**src/hdl/led_strip_frame_engine_assert.svh**
```systemverilog
// Assertion macros for the LED strip frame engine.
// Included by the RTL files that carry concurrent checks; no other dependencies.
`ifndef LED_STRIP_FRAME_ENGINE_ASSERT_SVH
`define LED_STRIP_FRAME_ENGINE_ASSERT_SVH
`ifndef ASSERT_OFF
`define LSFE_ASSERT(lbl, clk, rst_n, prop, msg) \
    lbl: assert property (@(posedge clk) disable iff (!rst_n) prop) else $error(msg);
`define LSFE_ASSERT_ALWAYS(lbl, clk, prop, msg) \
    lbl: assert property (@(posedge clk) prop) else $error(msg);
`else
`define LSFE_ASSERT(lbl, clk, rst_n, prop, msg)
`define LSFE_ASSERT_ALWAYS(lbl, clk, prop, msg)
`endif
`endif

```
**src/hdl/lsfe_pkg.sv**
```systemverilog
// Shared types, constants and helpers for the LED strip frame engine.
// No dependencies; imported by every module of the block.
`default_nettype none
package lsfe_pkg;

    localparam int MAX_PIXELS  = 16;
    localparam int MAX_TRAILER = 16;
    localparam int PIX_IDX_W   = $clog2(MAX_PIXELS);
    localparam int CNT_W       = $clog2(MAX_PIXELS + 1);
    localparam int TRL_W       = $clog2(MAX_TRAILER + 1);
    localparam int FRAME_MAX   = 3 * MAX_PIXELS + MAX_TRAILER;
    localparam int FRAME_W     = $clog2(FRAME_MAX + 1);
    localparam int DATA_W      = $clog2(3 * MAX_PIXELS + 1);
    localparam int STEPS_W     = 16;
    localparam int ADDR_W      = 5;
    localparam int OQ_DEPTH    = 4;
    localparam int OQ_PTR_W    = $clog2(OQ_DEPTH);
    localparam int OQ_CNT_W    = $clog2(OQ_DEPTH + 1);

    localparam logic [1:0] COLOR_RED   = 2'd0;
    localparam logic [1:0] COLOR_GREEN = 2'd1;
    localparam logic [1:0] COLOR_BLUE  = 2'd2;

    localparam logic [2:0] REG_SLOT0      = 3'd0;
    localparam logic [2:0] REG_SLOT1      = 3'd1;
    localparam logic [2:0] REG_SLOT2      = 3'd2;
    localparam logic [2:0] REG_PIXELS     = 3'd3;
    localparam logic [2:0] REG_TRAILER    = 3'd4;
    localparam logic [2:0] REG_BRIGHTNESS = 3'd5;

    localparam logic [7:0] FULL_SCALE = 8'd255;

    typedef enum logic [1:0] {
        OP_SET    = 2'd0,
        OP_FILL   = 2'd1,
        OP_ROTATE = 2'd2,
        OP_SHOW   = 2'd3
    } t_op;

    typedef enum logic [1:0] {
        FS_IDLE,
        FS_MOD,
        FS_PUSH
    } t_front_state;

    typedef enum logic [1:0] {
        ST_IDLE,
        ST_ROTATE,
        ST_EMIT
    } t_back_state;

    // effective settings, already clamped
    typedef struct packed {
        logic [1:0]       slot0;
        logic [1:0]       slot1;
        logic [1:0]       slot2;
        logic [CNT_W-1:0] pixels;
        logic [TRL_W-1:0] trailer;
        logic [7:0]       brightness;
    } t_cfg;

    // pixel holds wire slot k in bits [8k+7:8k]
    typedef struct packed {
        t_op                  op;
        logic [PIX_IDX_W-1:0] idx;
        logic [23:0]          pixel;
        logic [PIX_IDX_W-1:0] steps;
    } t_cmd;

    function automatic logic [7:0] pick_color(input logic [1:0] sel, input logic [7:0] r,
                                              input logic [7:0] g, input logic [7:0] b);
        logic [7:0] v;
        case (sel)
            COLOR_RED:   v = r;
            COLOR_GREEN: v = g;
            COLOR_BLUE:  v = b;
            default:     v = 8'd0;
        endcase
        return v;
    endfunction

endpackage
`default_nettype wire

```
**src/hdl/lsfe_front.sv**
```systemverilog
// Front end: takes one request item, reduces rotate steps modulo the pixel count,
// clamps the index, reorders colours into wire order. Depends on lsfe_pkg.
`default_nettype none
module lsfe_front
    import lsfe_pkg::*;
(
    input  wire logic       i_clk,
    input  wire logic       i_rst_n,
    input  wire t_cfg       i_cfg,
    input  wire logic       i_push,
    output logic            o_full,
    input  wire logic [1:0] i_req_type,
    input  wire logic [PIX_IDX_W-1:0] i_pixel_index,
    input  wire logic [7:0] i_red,
    input  wire logic [7:0] i_green,
    input  wire logic [7:0] i_blue,
    input  wire logic [STEPS_W-1:0] i_rotate_steps,
    input  wire logic       i_q_full,
    output logic            o_q_push,
    output t_cmd            o_cmd
);

    t_front_state r_state, n_state;

    logic [1:0]           r_req;
    logic [PIX_IDX_W-1:0] r_idx;
    logic [7:0]           r_red, r_green, r_blue;
    logic [STEPS_W-1:0]   r_steps;
    logic [PIX_IDX_W-1:0] r_rem, n_rem;
    logic [$clog2(STEPS_W)-1:0] r_bit, n_bit;

    logic                 accept;
    logic [CNT_W-1:0]     trial;
    logic [CNT_W-1:0]     last_pix;

    assign accept   = i_push && (r_state == FS_IDLE);
    assign trial    = {r_rem, r_steps[r_bit]};
    assign last_pix = i_cfg.pixels - CNT_W'(1);

    always_ff @(posedge i_clk) begin
        if (!i_rst_n) begin
            r_state <= FS_IDLE;
        end else begin
            r_state <= n_state;
        end
    end

    always_ff @(posedge i_clk) begin
        r_rem <= n_rem;
        r_bit <= n_bit;
        if (accept) begin
            r_req   <= i_req_type;
            r_idx   <= i_pixel_index;
            r_red   <= i_red;
            r_green <= i_green;
            r_blue  <= i_blue;
            r_steps <= i_rotate_steps;
        end
    end

    always_comb begin
        n_state  = r_state;
        n_rem    = r_rem;
        n_bit    = r_bit;
        o_q_push = 1'b0;
        case (r_state)
            FS_IDLE: begin
                if (i_push) begin
                    n_rem = '0;
                    n_bit = '1;
                    n_state = (t_op'(i_req_type) == OP_ROTATE) ? FS_MOD : FS_PUSH;
                end
            end
            FS_MOD: begin
                // restoring remainder, one step bit per cycle
                n_rem = (trial >= i_cfg.pixels) ? PIX_IDX_W'(trial - i_cfg.pixels)
                                                : PIX_IDX_W'(trial);
                n_bit = r_bit - 1'b1;
                if (r_bit == '0) begin
                    n_state = FS_PUSH;
                end
            end
            FS_PUSH: begin
                if (!i_q_full) begin
                    o_q_push = 1'b1;
                    n_state  = FS_IDLE;
                end
            end
            default: n_state = FS_IDLE;
        endcase
    end

    assign o_full = (r_state != FS_IDLE);

    always_comb begin
        o_cmd.op    = t_op'(r_req);
        o_cmd.idx   = ({1'b0, r_idx} >= i_cfg.pixels) ? PIX_IDX_W'(last_pix) : r_idx;
        o_cmd.pixel = {pick_color(i_cfg.slot2, r_red, r_green, r_blue),
                       pick_color(i_cfg.slot1, r_red, r_green, r_blue),
                       pick_color(i_cfg.slot0, r_red, r_green, r_blue)};
        o_cmd.steps = r_rem;
    end

endmodule
`default_nettype wire

```
**src/hdl/lsfe_cmd_fifo.sv**
```systemverilog
// Two-entry command queue between the front end and the frame back end.
// Depends on lsfe_pkg for the command type.
`default_nettype none
module lsfe_cmd_fifo
    import lsfe_pkg::*;
(
    input  wire logic i_clk,
    input  wire logic i_rst_n,
    input  wire logic i_push,
    input  wire t_cmd i_cmd,
    output logic      o_full,
    input  wire logic i_pop,
    output logic      o_empty,
    output t_cmd      o_cmd
);

    t_cmd       r_mem [2];
    logic       r_wptr, r_rptr;
    logic [1:0] r_cnt;

    always_ff @(posedge i_clk) begin
        if (!i_rst_n) begin
            r_wptr <= 1'b0;
            r_rptr <= 1'b0;
            r_cnt  <= 2'd0;
        end else begin
            if (i_push) begin
                r_wptr <= ~r_wptr;
            end
            if (i_pop) begin
                r_rptr <= ~r_rptr;
            end
            r_cnt <= r_cnt + {1'b0, i_push} - {1'b0, i_pop};
        end
    end

    always_ff @(posedge i_clk) begin
        if (i_push) begin
            r_mem[r_wptr] <= i_cmd;
        end
    end

    assign o_full  = (r_cnt == 2'd2);
    assign o_empty = (r_cnt == 2'd0);
    assign o_cmd   = r_mem[r_rptr];

endmodule
`default_nettype wire

```
**src/hdl/lsfe_back.sv**
```systemverilog
// Back end: pixel store, rotate sequencer, frame emitter with brightness scaling
// and the output queue. Depends on lsfe_pkg and the assertion macro header.
`default_nettype none
`include "led_strip_frame_engine_assert.svh"
module lsfe_back
    import lsfe_pkg::*;
(
    input  wire logic i_clk,
    input  wire logic i_rst_n,
    input  wire t_cfg i_cfg,
    input  wire logic i_cmd_empty,
    input  wire t_cmd i_cmd,
    output logic      o_cmd_pop,
    output logic      o_empty,
    input  wire logic i_pop,
    output logic [7:0] o_out_byte,
    output logic      o_last_byte
);

    t_back_state r_state, n_state;

    logic [23:0]          r_store [MAX_PIXELS];
    logic [23:0]          n_store [MAX_PIXELS];
    logic [PIX_IDX_W-1:0] r_rem, n_rem;
    logic [FRAME_W-1:0]   r_cnt, n_cnt;
    logic [FRAME_W-1:0]   r_total, n_total;
    logic [DATA_W-1:0]    r_ndata, n_ndata;
    logic [PIX_IDX_W-1:0] r_pix, n_pix;
    logic [1:0]           r_slot, n_slot;
    logic                 r_scaled, n_scaled;

    // scale stage
    logic                 r_pv;
    logic [15:0]          r_prod;
    logic                 r_plast;

    // output queue
    logic [7:0]           r_oq_byte [OQ_DEPTH];
    logic                 r_oq_last [OQ_DEPTH];
    logic [OQ_PTR_W-1:0]  r_wptr, r_rptr;
    logic [OQ_CNT_W-1:0]  r_ocnt;

    logic                 start;
    logic                 issue;
    logic                 room;
    logic                 is_last;
    logic [7:0]           byte_val;
    logic [7:0]           factor;
    logic [15:0]          quot_sum;
    logic                 oq_pop;
    logic [FRAME_W-1:0]   data_len;

    assign room     = ({1'b0, r_ocnt} + (OQ_CNT_W+1)'(r_pv)) < (OQ_CNT_W+1)'(OQ_DEPTH);
    assign is_last  = (r_cnt == r_total - FRAME_W'(1));
    assign byte_val = (r_cnt < FRAME_W'(r_ndata)) ? r_store[r_pix][{r_slot, 3'b000} +: 8]
                                                  : 8'd0;
    assign factor   = r_scaled ? i_cfg.brightness : FULL_SCALE;
    assign data_len = FRAME_W'({i_cfg.pixels, 1'b0}) + FRAME_W'(i_cfg.pixels);

    always_comb begin
        n_state   = r_state;
        n_store   = r_store;
        n_rem     = r_rem;
        n_cnt     = r_cnt;
        n_total   = r_total;
        n_ndata   = r_ndata;
        n_pix     = r_pix;
        n_slot    = r_slot;
        n_scaled  = r_scaled;
        o_cmd_pop = 1'b0;
        start     = 1'b0;
        issue     = 1'b0;
        case (r_state)
            ST_IDLE: begin
                if (!i_cmd_empty) begin
                    o_cmd_pop = 1'b1;
                    case (i_cmd.op)
                        OP_SET: n_store[i_cmd.idx] = i_cmd.pixel;
                        OP_FILL: begin
                            for (int j = 0; j < MAX_PIXELS; j++) begin
                                if (CNT_W'(j) < i_cfg.pixels) begin
                                    n_store[j] = i_cmd.pixel;
                                end
                            end
                            start    = 1'b1;
                            n_scaled = 1'b0;
                        end
                        OP_ROTATE: begin
                            if (i_cmd.steps != '0) begin
                                n_rem   = i_cmd.steps;
                                n_state = ST_ROTATE;
                            end
                        end
                        default: begin
                            start    = 1'b1;
                            n_scaled = 1'b1;
                        end
                    endcase
                end
            end
            ST_ROTATE: begin
                // one pixel left per cycle over the pixels in use
                for (int j = 0; j < MAX_PIXELS; j++) begin
                    if (CNT_W'(j) == i_cfg.pixels - CNT_W'(1)) begin
                        n_store[j] = r_store[0];
                    end else if (CNT_W'(j) < i_cfg.pixels) begin
                        n_store[j] = r_store[PIX_IDX_W'(j + 1)];
                    end
                end
                n_rem = r_rem - 1'b1;
                if (r_rem == PIX_IDX_W'(1)) begin
                    n_state = ST_IDLE;
                end
            end
            ST_EMIT: begin
                if (room) begin
                    issue = 1'b1;
                    n_cnt = r_cnt + 1'b1;
                    if (r_slot == 2'd2) begin
                        n_slot = 2'd0;
                        n_pix  = r_pix + 1'b1;
                    end else begin
                        n_slot = r_slot + 1'b1;
                    end
                    if (is_last) begin
                        n_state = ST_IDLE;
                    end
                end
            end
            default: n_state = ST_IDLE;
        endcase
        if (start) begin
            n_cnt   = '0;
            n_pix   = '0;
            n_slot  = 2'd0;
            n_ndata = DATA_W'(data_len);
            n_total = data_len + FRAME_W'(i_cfg.trailer);
            n_state = ST_EMIT;
        end
    end

    always_ff @(posedge i_clk) begin
        if (!i_rst_n) begin
            r_state <= ST_IDLE;
        end else begin
            r_state <= n_state;
        end
    end

    always_ff @(posedge i_clk) begin
        if (!i_rst_n) begin
            for (int j = 0; j < MAX_PIXELS; j++) begin
                r_store[j] <= '0;
            end
            r_pv   <= 1'b0;
            r_wptr <= '0;
            r_rptr <= '0;
            r_ocnt <= '0;
        end else begin
            r_store <= n_store;
            r_pv    <= issue;
            if (r_pv) begin
                r_wptr <= r_wptr + 1'b1;
            end
            if (oq_pop) begin
                r_rptr <= r_rptr + 1'b1;
            end
            r_ocnt <= r_ocnt + OQ_CNT_W'(r_pv) - OQ_CNT_W'(oq_pop);
        end
    end

    always_ff @(posedge i_clk) begin
        r_rem    <= n_rem;
        r_cnt    <= n_cnt;
        r_total  <= n_total;
        r_ndata  <= n_ndata;
        r_pix    <= n_pix;
        r_slot   <= n_slot;
        r_scaled <= n_scaled;
        if (issue) begin
            r_prod  <= 16'(byte_val) * 16'(factor);
            r_plast <= is_last;
        end
        if (r_pv) begin
            r_oq_byte[r_wptr] <= quot_sum[15:8];
            r_oq_last[r_wptr] <= r_plast;
        end
    end

    // floor(x / 255) for x up to 255 * 255
    assign quot_sum = r_prod + {8'd0, r_prod[15:8]} + 16'd1;

    assign oq_pop      = i_pop && (r_ocnt != '0);
    assign o_empty     = (r_ocnt == '0);
    assign o_out_byte  = r_oq_byte[r_rptr];
    assign o_last_byte = r_oq_last[r_rptr];

    `LSFE_ASSERT(a_oq_bound, i_clk, i_rst_n, r_ocnt <= OQ_CNT_W'(OQ_DEPTH), "output queue overrun")
    `LSFE_ASSERT(a_scale_room, i_clk, i_rst_n, r_pv |-> (r_ocnt < OQ_CNT_W'(OQ_DEPTH)), "no room for scaled item")
    `LSFE_ASSERT(a_rot_nonzero, i_clk, i_rst_n, (r_state == ST_ROTATE) |-> (r_rem != '0), "rotate with no steps left")
    `LSFE_ASSERT(a_emit_range, i_clk, i_rst_n, (r_state == ST_EMIT) |-> (r_cnt < r_total), "emit past frame end")
    `LSFE_ASSERT(a_idle_no_issue, i_clk, i_rst_n, (r_state != ST_EMIT) |=> !r_pv, "scale stage loaded outside emit")

endmodule
`default_nettype wire

```
**src/hdl/led_strip_frame_engine.sv**
```systemverilog
// Frame engine for an addressable RGB LED strip: config registers, front end,
// command queue and back end. Depends on lsfe_pkg, lsfe_front, lsfe_cmd_fifo, lsfe_back.
// Requests are taken one at a time by the front end, which stays full until the command is
// queued; a rotate first reduces its steps modulo the pixel count, one step bit at a time.
// The back end then writes a pixel, turns the strip one pixel per cycle, and emits a frame
// at one byte per cycle while the output queue has room, pixel_count*3 + trailer_bytes bytes
// (at most 64), each byte registered in the scale stage before the queue. A two-entry command
// queue lets the next request be decoded while a frame goes out. The pixel store resets to all zeros.
`default_nettype none
module led_strip_frame_engine
    import lsfe_pkg::*;
(
    input  wire logic                 i_clk,
    input  wire logic                 i_rst_n,
    input  wire logic                 psel,
    input  wire logic                 penable,
    input  wire logic                 pwrite,
    input  wire logic [ADDR_W-1:0]    paddr,
    input  wire logic [31:0]          pwdata,
    output logic [31:0]               prdata,
    output logic                      pready,
    input  wire logic                 push,
    output logic                      full,
    input  wire logic [1:0]           i_req_type,
    input  wire logic [PIX_IDX_W-1:0] i_pixel_index,
    input  wire logic [7:0]           i_red,
    input  wire logic [7:0]           i_green,
    input  wire logic [7:0]           i_blue,
    input  wire logic [STEPS_W-1:0]   i_rotate_steps,
    output logic                      empty,
    input  wire logic                 pop,
    output logic [7:0]                o_out_byte,
    output logic                      o_last_byte
);

    logic [1:0] r_slot0, r_slot1, r_slot2;
    logic [4:0] r_pixel_count;
    logic [4:0] r_trailer;
    logic [7:0] r_brightness;

    logic       wr_en;
    logic [2:0] reg_idx;
    t_cfg       cfg;
    t_cmd       front_cmd, q_cmd;
    logic       q_push, q_full, q_pop, q_empty;

    assign pready  = 1'b1;
    assign wr_en   = psel && penable && pwrite;
    assign reg_idx = paddr[ADDR_W-1:2];

    always_ff @(posedge i_clk) begin
        if (!i_rst_n) begin
            r_slot0       <= COLOR_GREEN;
            r_slot1       <= COLOR_RED;
            r_slot2       <= COLOR_BLUE;
            r_pixel_count <= 5'(MAX_PIXELS);
            r_trailer     <= 5'd0;
            r_brightness  <= FULL_SCALE;
        end else if (wr_en) begin
            case (reg_idx)
                REG_SLOT0:      r_slot0       <= pwdata[1:0];
                REG_SLOT1:      r_slot1       <= pwdata[1:0];
                REG_SLOT2:      r_slot2       <= pwdata[1:0];
                REG_PIXELS:     r_pixel_count <= pwdata[4:0];
                REG_TRAILER:    r_trailer     <= pwdata[4:0];
                REG_BRIGHTNESS: r_brightness  <= pwdata[7:0];
                default: ;
            endcase
        end
    end

    always_comb begin
        case (reg_idx)
            REG_SLOT0:      prdata = {30'd0, r_slot0};
            REG_SLOT1:      prdata = {30'd0, r_slot1};
            REG_SLOT2:      prdata = {30'd0, r_slot2};
            REG_PIXELS:     prdata = {27'd0, r_pixel_count};
            REG_TRAILER:    prdata = {27'd0, r_trailer};
            REG_BRIGHTNESS: prdata = {24'd0, r_brightness};
            default:        prdata = 32'd0;
        endcase
    end

    always_comb begin
        cfg.slot0 = r_slot0;
        cfg.slot1 = r_slot1;
        cfg.slot2 = r_slot2;
        if (r_pixel_count == 5'd0) begin
            cfg.pixels = CNT_W'(1);
        end else if (r_pixel_count > 5'(MAX_PIXELS)) begin
            cfg.pixels = CNT_W'(MAX_PIXELS);
        end else begin
            cfg.pixels = CNT_W'(r_pixel_count);
        end
        cfg.trailer    = (r_trailer > 5'(MAX_TRAILER)) ? TRL_W'(MAX_TRAILER)
                                                       : TRL_W'(r_trailer);
        cfg.brightness = r_brightness;
    end

    lsfe_front u_front (
        .i_clk          (i_clk),
        .i_rst_n        (i_rst_n),
        .i_cfg          (cfg),
        .i_push         (push),
        .o_full         (full),
        .i_req_type     (i_req_type),
        .i_pixel_index  (i_pixel_index),
        .i_red          (i_red),
        .i_green        (i_green),
        .i_blue         (i_blue),
        .i_rotate_steps (i_rotate_steps),
        .i_q_full       (q_full),
        .o_q_push       (q_push),
        .o_cmd          (front_cmd)
    );

    lsfe_cmd_fifo u_cmd_fifo (
        .i_clk   (i_clk),
        .i_rst_n (i_rst_n),
        .i_push  (q_push),
        .i_cmd   (front_cmd),
        .o_full  (q_full),
        .i_pop   (q_pop),
        .o_empty (q_empty),
        .o_cmd   (q_cmd)
    );

    lsfe_back u_back (
        .i_clk       (i_clk),
        .i_rst_n     (i_rst_n),
        .i_cfg       (cfg),
        .i_cmd_empty (q_empty),
        .i_cmd       (q_cmd),
        .o_cmd_pop   (q_pop),
        .o_empty     (empty),
        .i_pop       (pop),
        .o_out_byte  (o_out_byte),
        .o_last_byte (o_last_byte)
    );

endmodule
`default_nettype wire

```
**config.mk**
```make
export PLATFORM = sky130hd
export DESIGN_NAME = led_strip_frame_engine
export DESIGN_NICKNAME = d
export VERILOG_FILES = /design/src/hdl/lsfe_pkg.sv /design/src/hdl/lsfe_front.sv /design/src/hdl/lsfe_cmd_fifo.sv /design/src/hdl/lsfe_back.sv /design/src/hdl/led_strip_frame_engine.sv
export VERILOG_INCLUDE_DIRS = /design/src /design/src/hdl
export SDC_FILE = /design/constraint.sdc
export NUM_CORES = 2
export LEC_CHECK = 0
export BUFFER_PORTS_ARGS = -buffer_cell sky130_fd_sc_hd__buf_2
export CAP_MARGIN = 0
export CORE_AREA = 4 4 276 278
export CTS_BUF_LIST = sky130_fd_sc_hd__clkbuf_4
export DETAILED_ROUTE_END_ITERATION = 12
export DIE_AREA = 0 0 280 282
export GPL_TIMING_DRIVEN = 0
export HOLD_SLACK_MARGIN = 0.1
export PLACE_DENSITY = 0.64
export SYNTH_ARGS = -nofsm -noshare
export SYNTH_HDL_FRONTEND = slang
export SYNTH_SLANG_ARGS = --single-unit
```
**constraint.sdc**
```tcl
create_clock -name i_clk -period 8.2 [get_ports i_clk]
set_input_delay 0.82 -clock i_clk [delete_from_list [all_inputs] [get_ports i_clk]]
set_output_delay 0.82 -clock i_clk [all_outputs]
set_load 0.01 [all_outputs]
```
---- Word level (Yosys, flattened, before mapping) ----
Memory sizes are Yosys's and may differ from the RTL's. A register that Yosys moved wholly into a read port is not among the register bits.
Cells that the tools add are included.
storage, ports and cells
  memories ................................ 3
  bits of input ports ..................... 90
  logic and storage cells ................. 350
  bits in writable memories ............... 104
  flip-flop bits (word level) ............. 526
cells by class
  multipliers ............................. 1
  order comparisons ....................... 26
  shift operators ......................... 1
  eq/ne operators ......................... 86
  $add $sub $neg .......................... 19
  reduce and logical (&&, ||, !) cells .... 54
  mux-type cells .......................... 104
  bitwise gates (word level) .............. 7
memory list
  name              depth  width  read ports  clocked after Yosys merged registers in  wr ports  RTL line             RTL
  u_cmd_fifo.r_mem  2      34     1           1                                        1         lsfe_cmd_fifo.sv:17  t_cmd r_mem [2];
  u_back.r_oq_byte  4      8      1           1                                        1         lsfe_back.sv:38      logic [7:0] r_oq_byte [OQ_DEPTH];
  u_back.r_oq_last  4      1      1           1                                        1         lsfe_back.sv:39      logic r_oq_last [OQ_DEPTH];
operators with widths
  operator               count
  $pmux 384 s2           2
  $mux 24                43
  $bwmux 384             1
  $mux 384               1
  $bmux 24 s4            1
  $demux 24 s4           1
  $reduce_and 5->1       15
  $pmux 8 s3             3
  $ne 3x1->1 const B     19
  $ne 3x2->1 const B     17
  $pmux 8 s6             1
  $eq 4x5->1 const A     8
  $lt 4x5->1 const A     8
  $mux 2                 16
  $mux 4                 7
  $pmux 4 s2             3
  $shiftx 24x6->8        1
  $eq 3x5->1 const A     4
  $lt 3x5->1 const A     4
  $eq 2x2->1 const B     9
  $reduce_and 6->1       3
  $add 16x1->16 const B  1
  $add 16x8->16          1
  $mul 8x8->16           1
  55 further kinds       128

---- Logic depth before layout (Yosys ltp) ----
  depth after elaboration ................. 9
  mapped depth ............................ 26
  mapped depth without buffers ............ 22

---- Hierarchy ----
From an unflattened synthesis, not the netlist that was laid out.
second synthesis, totals
  cell total of the unflattened synthesis .. 3730
  area total of the unflattened synthesis .. 36965.5 µm²
by module, submodules not included
  module                  times used  cells each  area an instance (µm²)
  lsfe_back               1           3217        29864.9
  lsfe_cmd_fifo           1           127         2834.0
  lsfe_front              1           220         2830.2
  led_strip_frame_engine  1           166         1436.4

---- Least setup slack after synthesis ----
No wires, ideal clock.
  path kind ............................... flip-flop to flip-flop
  start point ............................. reg u_back.r_pix[0]
  end point ............................... reg u_back.r_prod[15], data pin
  arrival time ............................ 5.511 ns
  library setup time ...................... 0.259 ns
  buffers on the path ..................... 5
  setup slack ............................. 2.430 ns
  cell stages (with the launch flop) ...... 27
  required time ........................... 7.941 ns
  clock period less this slack ............ 5.770 ns
  cells stage by stage .................... dfxtp_1 buf_4 buf_6 buf_6 buf_4 buf_4 mux2i_1 nand2_1 a31oi_1 o211ai_1 o21ai_1 nor2_1 fa_1 inv_1 fa_1 inv_1 fa_1 inv_1 fa_1 inv_1 ha_1 or2_2 a21oi_1 a21oi_1 a211oi_1 a21oi_1 xnor2_1
between the ends
  word-level cells in the longest chain between the ends .. 7
RTL lines
  element                                      RTL line          RTL
  start, declared                              lsfe_back.sv:28   logic [PIX_IDX_W-1:0] r_pix, n_pix;
  start signal, assigned                       lsfe_back.sv:177  r_pix <= n_pix;
  $not 4->5 (not written as such)              lsfe_back.sv:55   assign byte_val = (r_cnt < FRAME_W'(r_ndata)) ? r_store[r_pix][{r_slot, 3'b000} +: 8]
  $bmux 24 s4                                  lsfe_back.sv:55
  $mux 24 (not written as such) (2 in series)  lsfe_back.sv:55
  $shiftx 24x6->8                              lsfe_back.sv:55
  $mux 8                                       lsfe_back.sv:55
  $mul 8x8->16                                 lsfe_back.sv:181  r_prod <= 16'(byte_val) * 16'(factor);
  end signal, assigned                         lsfe_back.sv:181
  end, declared                                lsfe_back.sv:34   logic [15:0] r_prod;
Every way passes these cells. The select of a mux whose other input is x is not followed.
A chain may end at the register's enable or synchronous reset.

---- Worst setup path after layout ----
  start point ............................. reg u_back.r_pix[1]
  end point ............................... reg u_back.r_prod[15], data pin
Same word-level chain as after synthesis.

==> metrics.txt <==
# TYPE chip_impl_metric gauge
chip_impl_metric{name="horizontal_extent_of_the_die",unit="µm"} 280
chip_impl_metric{name="post-dp-hpwl",unit="µm"} 115000
chip_impl_metric{name="power_leakage",unit="nW"} 16.1
chip_impl_metric{name="grt_pass1_wl",unit="µm"} 225000
chip_impl_metric{name="initial_utilization",unit="%"} 49.3
chip_impl_info{name="critical_path_endpoint_category",value="flip-flop"} 1
chip_impl_metric{name="firstDrtPassIters",unit=""} 8
chip_impl_metric{name="clkSinkCount",unit=""} 633
chip_impl_metric{name="row_count",unit=""} 100
chip_impl_metric{name="ys_seq_elements",unit=""} 633
chip_impl_metric{name="grt_antenna_before_repair",unit=""} 7
chip_impl_metric{name="core_area",unit="µm²"} 73900
chip_impl_metric{name="insertion_delay",unit="ns"} 1.09
chip_impl_metric{name="grt_start_max_net_pins",unit=""} 32
chip_impl_metric{name="count_of_nets_after_finishing",unit=""} 4403
chip_impl_metric{name="total_neg_setup_slack",unit="ns"} 0
chip_impl_metric{name="fin_crit",unit="ns"} 8.09
chip_impl_metric{name="final_critical_path_setup_slack",unit="ns"} 0.110
chip_impl_info{name="critPathKind",value="flip-flop to flip-flop"} 1
chip_impl_metric{name="synth_area_per_cell",unit="µm²"} 9.51
chip_impl_metric{name="die-height",unit="µm"} 282
chip_impl_metric{name="timing.max_cap.violations",unit=""} 0
chip_impl_metric{name="timing.critical_path.arrival",unit="ns"} 8.84
chip_impl_metric{name="compound_gate_portion_of_the_synthesized_area",unit="%"} 23.3
chip_impl_metric{name="power.density",unit="nW/µm²"} 331
chip_impl_metric{name="htree_levels",unit=""} 4
chip_impl_metric{name="cts_buffer_depth",unit=""} 3
chip_impl_metric{name="cts_made_buffers",unit=""} 176
chip_impl_metric{name="dp_worst_setup_slack",unit="ns"} 0.416
chip_impl_metric{name="netlist_instances",unit=""} 3836
chip_impl_metric{name="finalInstanceArea",unit="µm²"} 41100
chip_impl_info{name="status",value="completed"} 1
chip_impl_metric{name="grt_pass1_vias",unit=""} 33462
chip_impl_metric{name="floorplan.io_pins",unit=""} 134
chip_impl_metric{name="final_layout_size_suffix_gt1_share",unit="%"} 14.9
chip_impl_metric{name="placement.io_buffers",unit=""} 80
chip_impl_metric{name="post_drt_wl_per_cell",unit="µm"} 29.7
chip_impl_info{name="unrepaired_setup_endpoints_after_global_routing",value="false"} 1
chip_impl_metric{name="mappedNetlistArea",unit="µm²"} 36500
chip_impl_metric{name="ir_worst_vdd",unit="µV"} 237
chip_impl_info{name="cts_tree",value="done"} 1
chip_impl_metric{name="ratio_of_final_minimum_period_to_clock_period",unit="%"} 98.7
chip_impl_metric{name="postCtsSetupRepairBufs",unit=""} 0
chip_impl_metric{name="synth_warnings",unit=""} 0
chip_impl_metric{name="placed_cells",unit=""} 4912
chip_impl_metric{name="rr_worst_depth",unit=""} 23
chip_impl_metric{name="vias_per_cell",unit=""} 6.75
chip_impl_metric{name="post_synth_fa_ha_maj_area_fraction",unit="%"} 5.52
chip_impl_info{name="cts_root_buf",value="sky130_fd_sc_hd__clkbuf_4"} 1
chip_impl_metric{name="synth_xor_xnor_area_share",unit="%"} 1.44
chip_impl_metric{name="skew",unit="ns"} 0.0944
chip_impl_info{name="startpoint_type",value="flip-flop"} 1
chip_impl_metric{name="floorplan.die_area",unit="µm²"} 79000
chip_impl_info{name="timing.hold.worst.class",value="input pin to flip-flop"} 1
chip_impl_metric{name="seq_area_frac_synth",unit="%"} 40.0
chip_impl_info{name="synth_most_common_cell",value="sky130_fd_sc_hd__dfxtp_1"} 1
chip_impl_metric{name="gp_congestion",unit=""} 1.09
chip_impl_metric{name="layout_area_growth_over_synthesis",unit="%"} 12.6
chip_impl_metric{name="detail_route.iter0.violations",unit=""} 5558
chip_impl_metric{name="finalMaxSlewViolations",unit=""} 0
chip_impl_metric{name="synth-edff-count",unit=""} 193
chip_impl_metric{name="synth_cell_types",unit=""} 89
chip_impl_metric{name="place_area",unit="µm²"} 38300
chip_impl_metric{name="timing_hold_violations_final",unit=""} 0
chip_impl_metric{name="slew_hr",unit="%"} 11.4
chip_impl_metric{name="post-route-drc-count",unit=""} 0
chip_impl_metric{name="setup_viol",unit=""} 0
chip_impl_metric{name="drt-total-wl",unit="µm"} 157000
chip_impl_metric{name="worst_hold_path_stage_count",unit=""} 4
chip_impl_metric{name="max_slew.worst_pin.slew",unit="ns"} 1.33
chip_impl_info{name="combinational_family_with_the_most_area_after_synthesis",value="compound AO/OA/AOI/OAI gates"} 1
chip_impl_metric{name="grt-ovfl-total",unit=""} 0
chip_impl_metric{name="instances_no_fill",unit=""} 5286
chip_impl_metric{name="via_count",unit=""} 35692
chip_impl_metric{name="crit_path_max_fanout",unit=""} 10
chip_impl_metric{name="async_flop_share",unit="%"} 0
chip_impl_info{name="post-synth-top-area-cell",value="sky130_fd_sc_hd__dfxtp_1"} 1
chip_impl_metric{name="synthSimpleGateAreaFrac",unit="%"} 12.8
chip_impl_metric{name="max_freq",unit="MHz"} 124
chip_impl_metric{name="antenna_left",unit=""} 0
chip_impl_info{name="dominantRegCellSynth",value="sky130_fd_sc_hd__dfxtp_1"} 1
chip_impl_metric{name="yosys-mux-area-fraction",unit="%"} 10.8
chip_impl_metric{name="worst_ep_required_time",unit="ns"} 8.95
chip_impl_info{name="synth.top_cells.by_area",value="sky130_fd_sc_hd__dfxtp_1, sky130_fd_sc_hd__edfxtp_1, sky130_fd_sc_hd__a311oi_1"} 1
chip_impl_metric{name="grtUsageTotal",unit="%"} 38.8
chip_impl_metric{name="clk_pin_slew_worst_paths",unit="ns"} 0.07
chip_impl_info{name="synth_common_cells",value="sky130_fd_sc_hd__dfxtp_1, sky130_fd_sc_hd__nand2_1, sky130_fd_sc_hd__a311oi_1"} 1
chip_impl_metric{name="synthDominantCellAreaShare",unit="%"} 24.1
==> worst max-delay path: stages (launching register included) <==
cell and delay [ns]:
sky130_fd_sc_hd__dfxtp_1 0.36, sky130_fd_sc_hd__buf_2 0.34, sky130_fd_sc_hd__buf_2 0.61, sky130_fd_sc_hd__clkbuf_1 1.02
sky130_fd_sc_hd__mux4_2 0.45, sky130_fd_sc_hd__o2111ai_1 0.31, sky130_fd_sc_hd__nand3_1 0.37, sky130_fd_sc_hd__o21ai_1 0.56
sky130_fd_sc_hd__nor2_1 0.16, sky130_fd_sc_hd__fa_1 0.56, sky130_fd_sc_hd__inv_1 0.05, sky130_fd_sc_hd__fa_1 0.52
sky130_fd_sc_hd__inv_1 0.05, sky130_fd_sc_hd__fa_1 0.47, sky130_fd_sc_hd__inv_1 0.05, sky130_fd_sc_hd__fa_1 0.36
sky130_fd_sc_hd__inv_1 0.07, sky130_fd_sc_hd__ha_1 0.26, sky130_fd_sc_hd__or2_2 0.32, sky130_fd_sc_hd__a21oi_1 0.15
sky130_fd_sc_hd__a21oi_1 0.07, sky130_fd_sc_hd__a211oi_1 0.38, sky130_fd_sc_hd__a21oi_1 0.14, sky130_fd_sc_hd__xnor2_1 0.14
==> worst paths after layout <==
check	slack, ns	start	to
worst max-delay path	0.11	u_back.r_pix[1]	u_back.r_prod[15]
worst min-delay path	0.23	paddr[4]	r_slot1[1]
worst max register to register	0.11	u_back.r_pix[1]	u_back.r_prod[15]
worst min register to register	0.45	u_back.r_store[39]	u_back.r_store[39]
==> cell type report <==
cell class	instances	area, µm²
fill	6757	32900
clock buffer	248	1860
antenna	5	12.5
sequential	633	14600
tap	969	1210
clock inverter	66	384
multi-input combinational	2715	19800
inverter	87	327
buffer	424	1910
timing repair buffer	139	1020
==> placed cells by master (no fill, tap or decap), types with 22 or more instances in the layout <==
master                          instances
sky130_fd_sc_hd__fa_1                  40
sky130_fd_sc_hd__nand2_1              398
sky130_fd_sc_hd__inv_1                 84
sky130_fd_sc_hd__a311oi_1             288
sky130_fd_sc_hd__o2111ai_1            135
sky130_fd_sc_hd__mux2_2                30
sky130_fd_sc_hd__a21oi_1              193
sky130_fd_sc_hd__dlygate4sd3_1         55
sky130_fd_sc_hd__dfxtp_1              440
sky130_fd_sc_hd__o211a_1              121
sky130_fd_sc_hd__o21ai_0              226
sky130_fd_sc_hd__nand4_1               57
sky130_fd_sc_hd__mux4_2                64
sky130_fd_sc_hd__clkbuf_1             280
sky130_fd_sc_hd__nand3_1               44
sky130_fd_sc_hd__clkbuf_4             248
sky130_fd_sc_hd__nor2b_1               24
sky130_fd_sc_hd__nor2_1               277
sky130_fd_sc_hd__ha_1                  97
sky130_fd_sc_hd__conb_1                25
sky130_fd_sc_hd__clkinv_1              39
sky130_fd_sc_hd__xnor2_1               40
sky130_fd_sc_hd__buf_4                 44
sky130_fd_sc_hd__nor3_1               160
sky130_fd_sc_hd__o21ai_1               22
sky130_fd_sc_hd__edfxtp_1             193
sky130_fd_sc_hd__buf_2                154
sky130_fd_sc_hd__mux2i_1              215
==> metrics by stage <==
stage	power, mW	hold WS [ns]	utilization (%)
2_1_floorplan	8.42	0.421	-
3_3_place_gp	10.4	0.441	51.6
3_5_place_dp	10.4	0.448	51.8
4_1_cts	13.4	0.135	55.5
5_1_grt	14.3	0.208	55.6
6_report	13.6	0.233	55.6
==> sequential cells by signal, summed over array words and instances, names as in the netlist, 3 cells and up, named ones only <==
name              count
r_brightness          8
u_front.r_bit         4
u_front.r_rem         4
u_back.r_store      384
r_pixel_count         5
u_front.r_red         8
u_back.r_ocnt         3
u_back.r_oq_last      4
u_back.r_oq_byte     32
u_back.r_cnt          7
u_back.r_pix          4
u_front.r_green       8
u_back.r_ndata        6
u_front.r_steps      16
u_back.r_total        7
u_front.r_idx         4
u_cmd_fifo.r_mem     68
u_back.r_prod        16
u_front.r_blue        8
u_back.r_rem          4
r_trailer             5
==> cell families after synthesis <==
family | count (synthesis)
xor gates and xnor gates | 59
buffers and inverters | 511
AOI/OAI and AO/OA | 1135
adders and majority gates | 137
muxes | 309
DFF | 633
other | 2
and+or+nand+nor | 1050
==> timing repair <==
item                      CTS  global route
hold buffers               55             0
resized for setup           0             0
hold endpoints to repair   71             0
==> where the power goes <==
group          switching, mW  internal [mW]
clock                   1.50           1.45
sequential             0.609           3.93
combinational           3.86           2.26
total                   5.97           7.64
==> per-layer routing <==
| layer | track usage [%] | wire length (µm) |
|---|---|---|
| met5 | 0 | 13 |
| met4 | 23.1 | 10900 |
| met1 | 50.7 | 60100 |
| met2 | 56.4 | 65000 |
| met3 | 12.3 | 21100 |
Note: power is estimated with default switching activity, not from simulation.
